==> src/rtl/core/sbs_pkg.sv <==
// shared constants, register codes and control structs for the spectrum bar smoother
package sbs_pkg;

  // sizing
  localparam int BUCKETS   = 64;
  localparam int BAR_WIDTH = 2;

  // field widths
  localparam int IDX_W    = 6;
  localparam int EN_W     = 16;
  localparam int COL_OUT_W = 8;
  localparam int HGT_W    = 7;
  localparam int CLR_W    = 24;
  localparam int DW_W     = 8;
  localparam int CFG_AW   = 2;

  // derived widths
  localparam int BKT_AW  = (BUCKETS > 1) ? $clog2(BUCKETS) : 1;
  localparam int BX_W    = $clog2(BAR_WIDTH) + 1;
  localparam int COL_W   = IDX_W + $clog2(BAR_WIDTH) + 2;
  localparam int IN_TD_W  = 24;
  localparam int OUT_TD_W = 40;

  // fixed-point constants
  localparam logic [31:0] W_NEW  = 32'd19661;
  localparam logic [31:0] W_OLD  = 32'd45875;
  localparam logic [31:0] Q_HALF = 32'd32768;
  localparam logic [20:0] Q_ONE  = 21'd65536;
  localparam logic [20:0] SCALE  = 21'd20;

  // configuration register indexes
  localparam logic [CFG_AW-1:0] REG_BAR_COLOR      = 2'd0;
  localparam logic [CFG_AW-1:0] REG_DISPLAY_WIDTH  = 2'd1;
  localparam logic [CFG_AW-1:0] REG_DISPLAY_HEIGHT = 2'd2;

  // reset values
  localparam logic [CLR_W-1:0] BAR_COLOR_RST = 24'hFFFFFF;
  localparam logic [DW_W-1:0]  DISP_W_RST    = 8'd32;
  localparam logic [HGT_W-1:0] DISP_H_RST    = 7'd8;

  // commands from controller to datapath
  typedef struct packed {
    logic accept;     // latch input, read bucket store
    logic mul_old;    // add weighted old value
    logic update;     // write new smoothed value, saturate fraction
    logic height;     // compute bar height
    logic emit_load;  // load one column into the output register
  } sbs_cmd_t;

  // status from datapath to controller
  typedef struct packed {
    logic in_ok;      // bucket index in range
    logic col_ok;     // current column inside display
    logic col_last;   // current column is the final one of this bucket
    logic out_free;   // output register can take a result
  } sbs_sts_t;

endpackage

==> src/rtl/core/sbs_ctrl.sv <==
// sequencing state machine for the spectrum bar smoother
module sbs_ctrl (
  input  logic              clk,
  input  logic              rst_n,
  input  logic              in_tvalid,
  output logic              in_tready,
  input  sbs_pkg::sbs_sts_t sts,
  output sbs_pkg::sbs_cmd_t cmd
);
  import sbs_pkg::*;

  localparam logic [2:0] S_IDLE = 3'd0;
  localparam logic [2:0] S_MUL  = 3'd1;
  localparam logic [2:0] S_UPD  = 3'd2;
  localparam logic [2:0] S_HGT  = 3'd3;
  localparam logic [2:0] S_EMIT = 3'd4;

  logic [2:0] state_r;
  logic [2:0] state_nxt;

  // next state and commands
  always_comb begin
    state_nxt = state_r;
    cmd       = '0;
    in_tready = 1'b0;
    case (state_r)
      S_IDLE: begin
        in_tready  = 1'b1;
        cmd.accept = in_tvalid;
        if (in_tvalid && sts.in_ok) begin
          state_nxt = S_MUL;
        end
      end
      S_MUL: begin
        cmd.mul_old = 1'b1;
        state_nxt   = S_UPD;
      end
      S_UPD: begin
        cmd.update = 1'b1;
        state_nxt  = S_HGT;
      end
      S_HGT: begin
        cmd.height = 1'b1;
        state_nxt  = S_EMIT;
      end
      S_EMIT: begin
        if (!sts.col_ok) begin
          state_nxt = S_IDLE;
        end else if (sts.out_free) begin
          cmd.emit_load = 1'b1;
          if (sts.col_last) begin
            state_nxt = S_IDLE;
          end
        end
      end
      default: begin
        state_nxt = S_IDLE;
      end
    endcase
  end

  // state register
  always_ff @(posedge clk) begin
    if (!rst_n) begin
      state_r <= S_IDLE;
    end else begin
      state_r <= state_nxt;
    end
  end

endmodule

==> src/rtl/core/sbs_datapath.sv <==
// bucket store, smoothing arithmetic, config registers and output register
module sbs_datapath (
  input  logic                            clk,
  input  logic                            rst_n,
  input  logic [sbs_pkg::IN_TD_W-1:0]     in_tdata,
  input  logic                            cfg_we,
  input  logic [sbs_pkg::CFG_AW-1:0]      cfg_addr,
  input  logic [sbs_pkg::CLR_W-1:0]       cfg_wdata,
  input  sbs_pkg::sbs_cmd_t               cmd,
  output sbs_pkg::sbs_sts_t               sts,
  output logic                            out_tvalid,
  input  logic                            out_tready,
  output logic [sbs_pkg::OUT_TD_W-1:0]    out_tdata,
  output logic                            out_tlast
);
  import sbs_pkg::*;

  // config registers
  logic [CLR_W-1:0] bar_color_r;
  logic [DW_W-1:0]  disp_w_r;
  logic [HGT_W-1:0] disp_h_r;

  always_ff @(posedge clk) begin
    if (!rst_n) begin
      bar_color_r <= BAR_COLOR_RST;
      disp_w_r    <= DISP_W_RST;
      disp_h_r    <= DISP_H_RST;
    end else if (cfg_we) begin
      case (cfg_addr)
        REG_BAR_COLOR:      bar_color_r <= cfg_wdata;
        REG_DISPLAY_WIDTH:  disp_w_r    <= cfg_wdata[DW_W-1:0];
        REG_DISPLAY_HEIGHT: disp_h_r    <= cfg_wdata[HGT_W-1:0];
        default: begin
        end
      endcase
    end
  end

  // input fields
  logic [IDX_W-1:0]        in_idx;
  logic [EN_W-1:0]         in_energy;
  logic [BKT_AW+IDX_W-1:0] in_idx_ext;
  logic [BKT_AW-1:0]       rd_addr;

  assign in_idx     = in_tdata[IDX_W-1:0];
  assign in_energy  = in_tdata[IDX_W+EN_W-1:IDX_W];
  assign in_idx_ext = {{BKT_AW{1'b0}}, in_idx};
  assign rd_addr    = in_idx_ext[BKT_AW-1:0];
  assign sts.in_ok  = (9'(in_idx) < 9'(BUCKETS));

  // item registers
  logic [IDX_W-1:0]   idx_r;
  logic [31:0]        acc_r;
  logic [16:0]        frac_r;
  logic [HGT_W-1:0]   h_r;
  logic [BX_W-1:0]    bx_r;
  logic [EN_W-1:0]    rd_r;
  logic               rdv_r;

  logic [BKT_AW+IDX_W-1:0] idx_ext;
  logic [BKT_AW-1:0]       wr_addr;
  logic [EN_W-1:0]         old_val;
  logic [EN_W-1:0]         s_new;
  logic [20:0]             scaled;
  logic [23:0]             hprod;

  assign idx_ext = {{BKT_AW{1'b0}}, idx_r};
  assign wr_addr = idx_ext[BKT_AW-1:0];
  assign old_val = rdv_r ? rd_r : '0;
  assign s_new   = acc_r[31:16];
  assign scaled  = 21'(s_new) * SCALE;
  assign hprod   = 24'(frac_r) * 24'(disp_h_r) + Q_HALF[23:0];

  // bucket store, entries without a valid bit read as zero
  logic [EN_W-1:0]    mem [BUCKETS];
  logic [BUCKETS-1:0] vld_r;

  always_ff @(posedge clk) begin
    if (cmd.update) begin
      mem[wr_addr] <= s_new;
    end
    if (cmd.accept) begin
      rd_r <= mem[rd_addr];
    end
  end

  always_ff @(posedge clk) begin
    if (!rst_n) begin
      vld_r <= '0;
      rdv_r <= 1'b0;
    end else begin
      if (cmd.update) begin
        vld_r[wr_addr] <= 1'b1;
      end
      if (cmd.accept) begin
        rdv_r <= vld_r[rd_addr];
      end
    end
  end

  // ema, saturation and height, one multiply per step
  always_ff @(posedge clk) begin
    if (cmd.accept) begin
      idx_r <= in_idx;
      acc_r <= 32'(in_energy) * W_NEW + Q_HALF;
    end
    if (cmd.mul_old) begin
      acc_r <= acc_r + 32'(old_val) * W_OLD;
    end
    if (cmd.update) begin
      frac_r <= (scaled > Q_ONE) ? Q_ONE[16:0] : scaled[16:0];
      bx_r   <= '0;
    end
    if (cmd.height) begin
      h_r <= hprod[22:16];
    end
    if (cmd.emit_load) begin
      bx_r <= bx_r + 1'b1;
    end
  end

  // column position
  logic [COL_W-1:0] col;
  logic [COL_W-1:0] col_next;

  assign col          = COL_W'(idx_r) * COL_W'(BAR_WIDTH) + COL_W'(bx_r);
  assign col_next     = col + 1'b1;
  assign sts.col_ok   = (bx_r < BX_W'(BAR_WIDTH)) && (col < COL_W'(disp_w_r));
  assign sts.col_last = (bx_r + 1'b1 == BX_W'(BAR_WIDTH)) ||
                        !(col_next < COL_W'(disp_w_r));

  // output register
  logic                out_valid_r;
  logic [OUT_TD_W-1:0] out_data_r;
  logic                out_last_r;

  assign sts.out_free = !out_valid_r || out_tready;

  always_ff @(posedge clk) begin
    if (!rst_n) begin
      out_valid_r <= 1'b0;
    end else if (cmd.emit_load) begin
      out_valid_r <= 1'b1;
    end else if (out_tready) begin
      out_valid_r <= 1'b0;
    end
  end

  always_ff @(posedge clk) begin
    if (cmd.emit_load) begin
      out_data_r <= {1'b0, bar_color_r[7:0], bar_color_r[15:8], bar_color_r[23:16],
                     h_r, col[COL_OUT_W-1:0]};
      out_last_r <= sts.col_last;
    end
  end

  assign out_tvalid = out_valid_r;
  assign out_tdata  = out_data_r;
  assign out_tlast  = out_last_r;

endmodule

==> src/rtl/core/spectrum_bar_smoother_core.sv <==
// spectrum bar smoother top level: per-bucket ema store driving bar heights
// a bucket passes through the accept, multiply, update and height states in order, then the emit state loads its
// columns into the output register, waiting while that register is full; a new bucket is taken only once the last
//   one is done, since the read, two multiply-accumulate steps and the height multiply run in sequence
// reset: synchronous active-low rst_n clears the store valid bits (all buckets read as zero),
//   loads the register defaults and empties the output register; no clearing pass
module spectrum_bar_smoother_core (
  input  logic                          clk,
  input  logic                          rst_n,
  // bucket_index [5:0], bucket_energy [21:6], zero pad [23:22]
  input  logic [sbs_pkg::IN_TD_W-1:0]   in_tdata,
  input  logic                          in_tvalid,
  output logic                          in_tready,
  // column [7:0], bar_height [14:8], red [22:15], green [30:23], blue [38:31], pad [39]
  output logic [sbs_pkg::OUT_TD_W-1:0]  out_tdata,
  output logic                          out_tvalid,
  input  logic                          out_tready,
  output logic                          out_tlast,
  input  logic                          cfg_we,
  input  logic [sbs_pkg::CFG_AW-1:0]    cfg_addr,
  input  logic [sbs_pkg::CLR_W-1:0]     cfg_wdata
);
  import sbs_pkg::*;

  sbs_cmd_t cmd;
  sbs_sts_t sts;

  sbs_ctrl u_ctrl (
    .clk       (clk),
    .rst_n     (rst_n),
    .in_tvalid (in_tvalid),
    .in_tready (in_tready),
    .sts       (sts),
    .cmd       (cmd)
  );

  sbs_datapath u_dp (
    .clk        (clk),
    .rst_n      (rst_n),
    .in_tdata   (in_tdata),
    .cfg_we     (cfg_we),
    .cfg_addr   (cfg_addr),
    .cfg_wdata  (cfg_wdata),
    .cmd        (cmd),
    .sts        (sts),
    .out_tvalid (out_tvalid),
    .out_tready (out_tready),
    .out_tdata  (out_tdata),
    .out_tlast  (out_tlast)
  );

  // a result is never loaded over one that is still waiting
  a_no_overwrite: assert property (@(posedge clk) disable iff (!rst_n)
    cmd.emit_load |-> sts.out_free)
    else $error("output register overwritten");

  // steps of one item never overlap
  a_cmd_excl: assert property (@(posedge clk) disable iff (!rst_n)
    $onehot0({cmd.accept, cmd.mul_old, cmd.update, cmd.height, cmd.emit_load}))
    else $error("overlapping datapath commands");

  // an in-range transfer closes the input until the item is done
  a_busy_after_accept: assert property (@(posedge clk) disable iff (!rst_n)
    (in_tvalid && in_tready && sts.in_ok) |=> !in_tready)
    else $error("input open while an item is in work");

  // the store update is followed by the height step
  a_upd_then_hgt: assert property (@(posedge clk) disable iff (!rst_n)
    cmd.update |=> cmd.height)
    else $error("height step missing after update");

endmodule

==> config.mk <==
export PLATFORM = sky130hd
export DESIGN_NAME = spectrum_bar_smoother_core
export DESIGN_NICKNAME = d
export VERILOG_FILES = /design/src/rtl/core/sbs_pkg.sv /design/src/rtl/core/sbs_ctrl.sv /design/src/rtl/core/sbs_datapath.sv /design/src/rtl/core/spectrum_bar_smoother_core.sv
export SDC_FILE = /design/constraint.sdc
export NUM_CORES = 2
export LEC_CHECK = 0
export BUFFER_PORTS_ARGS = -buffer_cell sky130_fd_sc_hd__buf_2
export CORE_MARGIN = 5
export CORE_UTILIZATION = 50
export DETAILED_ROUTE_END_ITERATION = 7
export PLACE_DENSITY = 0.71
export SYNTH_ARGS = -nofsm -noshare
export SYNTH_HDL_FRONTEND = slang
export SYNTH_SLANG_ARGS = --single-unit
==> constraint.sdc <==
create_clock -name clk -period 6.4 [get_ports clk]
set_input_delay 0.32 -clock clk [delete_from_list [all_inputs] [get_ports clk]]
set_output_delay 0.32 -clock clk [all_outputs]
set_load 0.05 [all_outputs]
After elaboration in Yosys (flattened, before gate mapping). Memories as Yosys holds them, arrays and structs flattened. A register that Yosys moved wholly into a read port is not among the register bits. Cells that the tools add are included.

Register bits: 212. RAM bits: 1024. Output and inout bits: 43. Word-level logic and storage cells: 85. Memories kept: 1.

Memories: u_dp.mem (words 64, width 16, rd ports 1, clocked after Yosys merged registers in 1, wr ports 1, RTL line sbs_datapath.sv:75) `logic [EN_W-1:0] mem [BUCKETS];`.

$add $sub $neg: 6. $mul: 4. Magnitude comparators: 7. Equal/unequal tests: 10. Muxes and demuxes: 26. Bitwise gates (word level): 1. Reductions and logical operators: 15.

Operator list (number): $mux 32 (2); $or 64x64->64 (1); $add 31x16->32 const B (1); $add 32x32->32 (1); $mul 16x16->32 const B (1); $mul 16x15->31 const B (1); $add 23x16->23 const B (1); $mul 17x7->23 (1); $gt 21x17->1 const B (1); $mul 16x3->19 const B (1); $lt 9x8->1 (2); $mux 16 (1); $pmux 3 s5 (1); $lt 6x7->1 const B (2); $mux 1 (14); $mux 3 (4); $add 9x1->9 const B (1); $add 7x2->8 (1); $bmux 1 s6 (1); $demux 1 s6 (1); $eq 3x2->1 const B (2); $ge 6x1->1 const B (1); $ne 3x3->1 const B (2); $reduce_and 2->1 (3); other kinds (15) (22).

Logic depth before layout (Yosys ltp).
Word-level depth: 9. Gate-level depth with buffers: 26.

Cells and area by module. From an unflattened synthesis, not the netlist that was laid out.

Cells, all modules: 3833. Area, all modules: 62314.8 sq um.

By module, submodules not included: sbs_datapath (times used 1, cells an instance 3817, area each 62154.6 sq um, sequential area each 36394.9 sq um); sbs_ctrl (times used 1, cells an instance 16, area each 160.2 sq um, sequential area each 60.1 sq um).

Worst setup path after synthesis. Ideal clock, no wire load.

Path type: reg2reg. From: reg u_dp.rdv_r. To: reg u_dp.acc_r[25] (data pin). Library setup time: 260 ps. Arrival: 5677 ps. Required time: 6140 ps. Setup slack: 463 ps. Cell stages (with the launch flop): 21. Path buffers: 2. Cell sequence: dfxtp_1 > clkbuf_1 > clkbuf_1 > and2_1 > ha_1 > inv_1 > fa_1 > fa_1 > fa_1 > inv_1 > fa_1 > fa_1 > ha_1 > o2111a_1 > a221oi_2 > a21boi_1 > a221o_1 > a211o_1 > a21oi_2 > xnor2_1 > mux2_4.

Word-level cells in the longest chain between the ends: 4.

RTL lines: start: declaration (RTL line sbs_datapath.sv:58) `logic rdv_r;`; start signal: assignment (RTL line sbs_datapath.sv:96) `rdv_r <= vld_r[rd_addr];`; $mux 16 (RTL line sbs_datapath.sv:69) `assign old_val = rdv_r ? rd_r : '0;`; $mul 16x16->32 (RTL line sbs_datapath.sv:108) `acc_r <= acc_r + 32'(old_val) * W_OLD;`; $add 32x32->32 (RTL line sbs_datapath.sv:108); $mux 32 (RTL line sbs_datapath.sv:107) `if (cmd.mul_old) begin`; end signal: assignment (RTL line sbs_datapath.sv:105) `acc_r <= 32'(in_energy) * W_NEW + Q_HALF;`; end signal: assignment (RTL line sbs_datapath.sv:108); end: declaration (RTL line sbs_datapath.sv:53) `logic [31:0] acc_r;`.

Every way passes these cells. A chain may end at the register's enable or synchronous reset.

Worst setup path after layout.
From: reg u_dp.rdv_r. To: reg u_dp.acc_r[27] (data pin).

Same word-level chain as after synthesis.

==> metrics.txt <==
placed cell area=between 0.06 and 0.07 mm²; Setup WS pre-CTS=0.07287 ns; Cell Count, Final, Fillers Out=slightly below 6k; TritonCTS clock tree=done; Commonest cells post-synth=edfxtp_1, inv_1, ha_1, mux4_2, fa_1; CP endpoint kind=register; max-slew violations=0; Final Cycle Share=a little over nine tenths; Post-synth EDFFs=around 1.1k; TritonRoute pass-1 iters=5; Final ANT Viol Nets=0; Worst Path Arrival=6.53 ns; peak supply drop=about 0.00039 V; WL/cell=approximately 24 µm; Initial DRC Count=3204; Final Cell Area=about 0.070 mm²; post-synthesis compound-gate area fraction=3.387%; chip height=362.6 µm; clk slew on worst S/H paths=0.06 ns; Max-cap violations=0; fraction of synthesized area in multiplexers=a little over an eighth; register area share after synthesis=between 50 and 60%; Synth area leaders=edfxtp_1, mux4_2, fa_1, ha_1, dfxtp_1; most frequent CP cell=fa_1; simple logic cell fraction of the synthesized area=under 10%; Layout area overhead=11.83%; DR DRC count=0; largest net degree at the start of global routing=94; Die Span X=362.6 µm; Top FF cell, synth=edfxtp_1; GRT Total Usage=a little over a fifth; Vias=~33k; min-delay src=in_tdata[6]; final setup skew=~0.037 ns; post-synth top area share=between 50% and 60%; core area=0.1236 mm²; Post-Synth XOR/XNOR Area=approximately 1.2%; CP Class=register to register; reg2reg setup slack=between 0.3 and 0.4 ns; Setup crit start=u_dp.rdv_r; Hold Path Class=primary input to register; Buffers on Ports=94; initial core utilization=~50%; first-pass GRT wire length=roughly 210000 µm; final core occ=between 50% and 60%; clock sinks=approximately 1.3k; mapped cell area=0.06218 mm²; Peak Freq=~160 MHz; largest family of logic cells by synthesized area=adder cells; # nets final=~4.7k; Avg Synthesized Cell Area=16.32 µm²; synthesized net count=approximately 4.5k; FF/Latch Area=between 0.03 and 0.04 mm²; antenna violations before repair=5; final setup margin=between 0.3 and 0.4 ns; Vias per Instance=between 5 and 6; vias in the first global route=~35k; WP data required=around 6.8 ns; Final min period=6.098 ns; final hold violations=0; leak pwr=0.02621 µW; Cells after Synth=~3.8k; num ports=between 90 and 100; Yosys top cell by area=edfxtp_1; CTS H-tree lvls=3; crit path launch type=register; Critical Path Max Stage Delay=0.55 ns; total power=~24000 µW; CTS root buffer=clkbuf_16; clk buf depth=3; # setup viols final=0; relative slew slack=under 10%; hpwl dp=86630 µm; most common cell in the netlist=edfxtp_1; share of cells above drive strength 1=roughly 19%; yosys synthesis warning count=0; Cell Pwr Density=roughly 340 mW/mm²; area of the multi-input gates=about 0.023 mm²; critical path cell sequence=nand2_1, inv_1, ha_1, inv_1, fa_1, fa_1, fa_1, inv_1, fa_1, fa_1, ha_1, o2111a_1, a221oi_2, a21boi_1, a221o_1, a21oi_2, o21ai_0, xnor2_1, a21oi_1; worst reg2reg path startpoint=u_dp.rdv_r; post-synth cell types=between 60 and 70; row count=129; WL final=136500 µm; GRT overflow=0; DIE AREA=approximately 0.13 mm²; placer's final routability congestion estimate=about 0.85; CTS Buf Count=121; clk_lat worst skew=0.73 ns; crit-path max FO=11; worst slew pin tran=~1.4 ns; Post-Synth Adder-Cell Area=15.49%; outcome=finished clean; CP max-delay cell=fa_1; fill count=approximately 9.5k; asr flop ratio synth=0%; #FFs+latches synth=roughly 1.3k; placed insts=~5.5k
where the power goes:
group          total (µW)  switching, µW  leakage, µW  internal, µW
Sequential          10300            159       0.0112         10100
Clock                7250           3090      0.00202          4160
Combinational        6480           4030       0.0130          2440
Total               24000           7280       0.0262         16700
kinds of logic after synthesis:
family	Yosys count
flops	1250
simple gates	556
buf+inv	610
other cells	1
mux	376
fa+ha+maj	620
compound gates	313
xor+xnor	84
state kept, by name, summed over array words and instances, names as in the netlist:
name / cells
u_dp.acc_r: 32
u_ctrl.state_r: 3
u_dp.rd_r: 16
u_dp.bar_color_r: 24
u_dp.disp_w_r: 8
u_dp.rdv_r: 1
u_dp.disp_h_r: 7
u_dp.out_tvalid: 1
u_dp.h_r: 7
u_dp.mem: 1024
u_dp.bx_r: 2
u_dp.out_tdata: 39
u_dp.idx_r: 6
u_dp.frac_r: 15
u_dp.vld_r: 64
u_dp.out_tlast: 1
layer usage:
metal	vias up	wire, µm	track usage (%)
li1	14577	-	-
met2	1170	67140	35.06
met5	-	0	0
met4	0	3097	4.827
met1	17256	56240	29.61
met3	191	10080	3.595
worst max-delay path: cells and delay by family (launching register included):
kind / cells / cell delay (ns)
fa+ha+maj: 7 / 3.01
simple gates: 1 / 0.17
compound gates: 7 / 1.72
flops: 1 / 0.44
buf+inv: 3 / 0.28
xor+xnor: 1 / 0.20
cell usage in the layout, fill, tap and decap left out, types with 9 or more instances in the layout:
cell type and n:
o21bai_1 9, and3_1 15, nor2_1 76, xnor2_1 49, clkinv_2 25, a31oi_1 12
inv_1 472, edfxtp_1 1142, mux2i_1 18, nor3_1 22, nand4_1 9, clkinv_1 24
a21o_1 36, buf_4 88, clkbuf_8 11, nor2_2 43, fa_1 250, dfxtp_1 107
dlygate4sd3_1 42, a21oi_1 65, clkbuf_16 127, a211oi_1 12, and2_1 81, nand2_1 192
bufinv_16 10, nand2b_1 14, mux4_2 357, clkbuf_1 15, nor2b_1 25, nand3_1 42
xor2_1 35, o21a_1 84, buf_2 89, o21ai_0 42, ha_1 370
worst paths after layout:
check	to	cells after the start
worst max register to register	u_dp.acc_r[27]	19
worst max-delay path	u_dp.acc_r[27]	19
worst min register to register	u_dp.out_tdata[13]	0
worst min-delay path	u_dp.acc_r[0]	3
area by class of cell:
class                      instances  share of cell area, %
clock buffer                     153                  4.869
tap                             1637                  2.946
inverter                         474                  2.559
clock inverter                    77                  1.042
sequential                      1250                  52.43
timing repair buffer             225                  2.354
antenna                            1               0.003599
multi-input combinational       1950                  33.79
through the flow:
stage           TNS (ns)  hold WS [ns]
4_1_cts                0       0.04609
6_report               0       0.06142
2_1_floorplan          0        0.4003
3_3_place_gp           0        0.4045
5_1_grt        -0.007465       0.05700
3_5_place_dp           0        0.4065
what timing repair did:
| action | in CTS | in global routing |
|---|---|---|
| setup endpoints to repair | 0 | 9 |
| resized for setup | 0 | 5 |
| setup buffers | 0 | 0 |
| endpoints found under the hold margin | 42 | 0 |
| hold buffers | 42 | 0 |
Power figures use the tool's default switching activity.
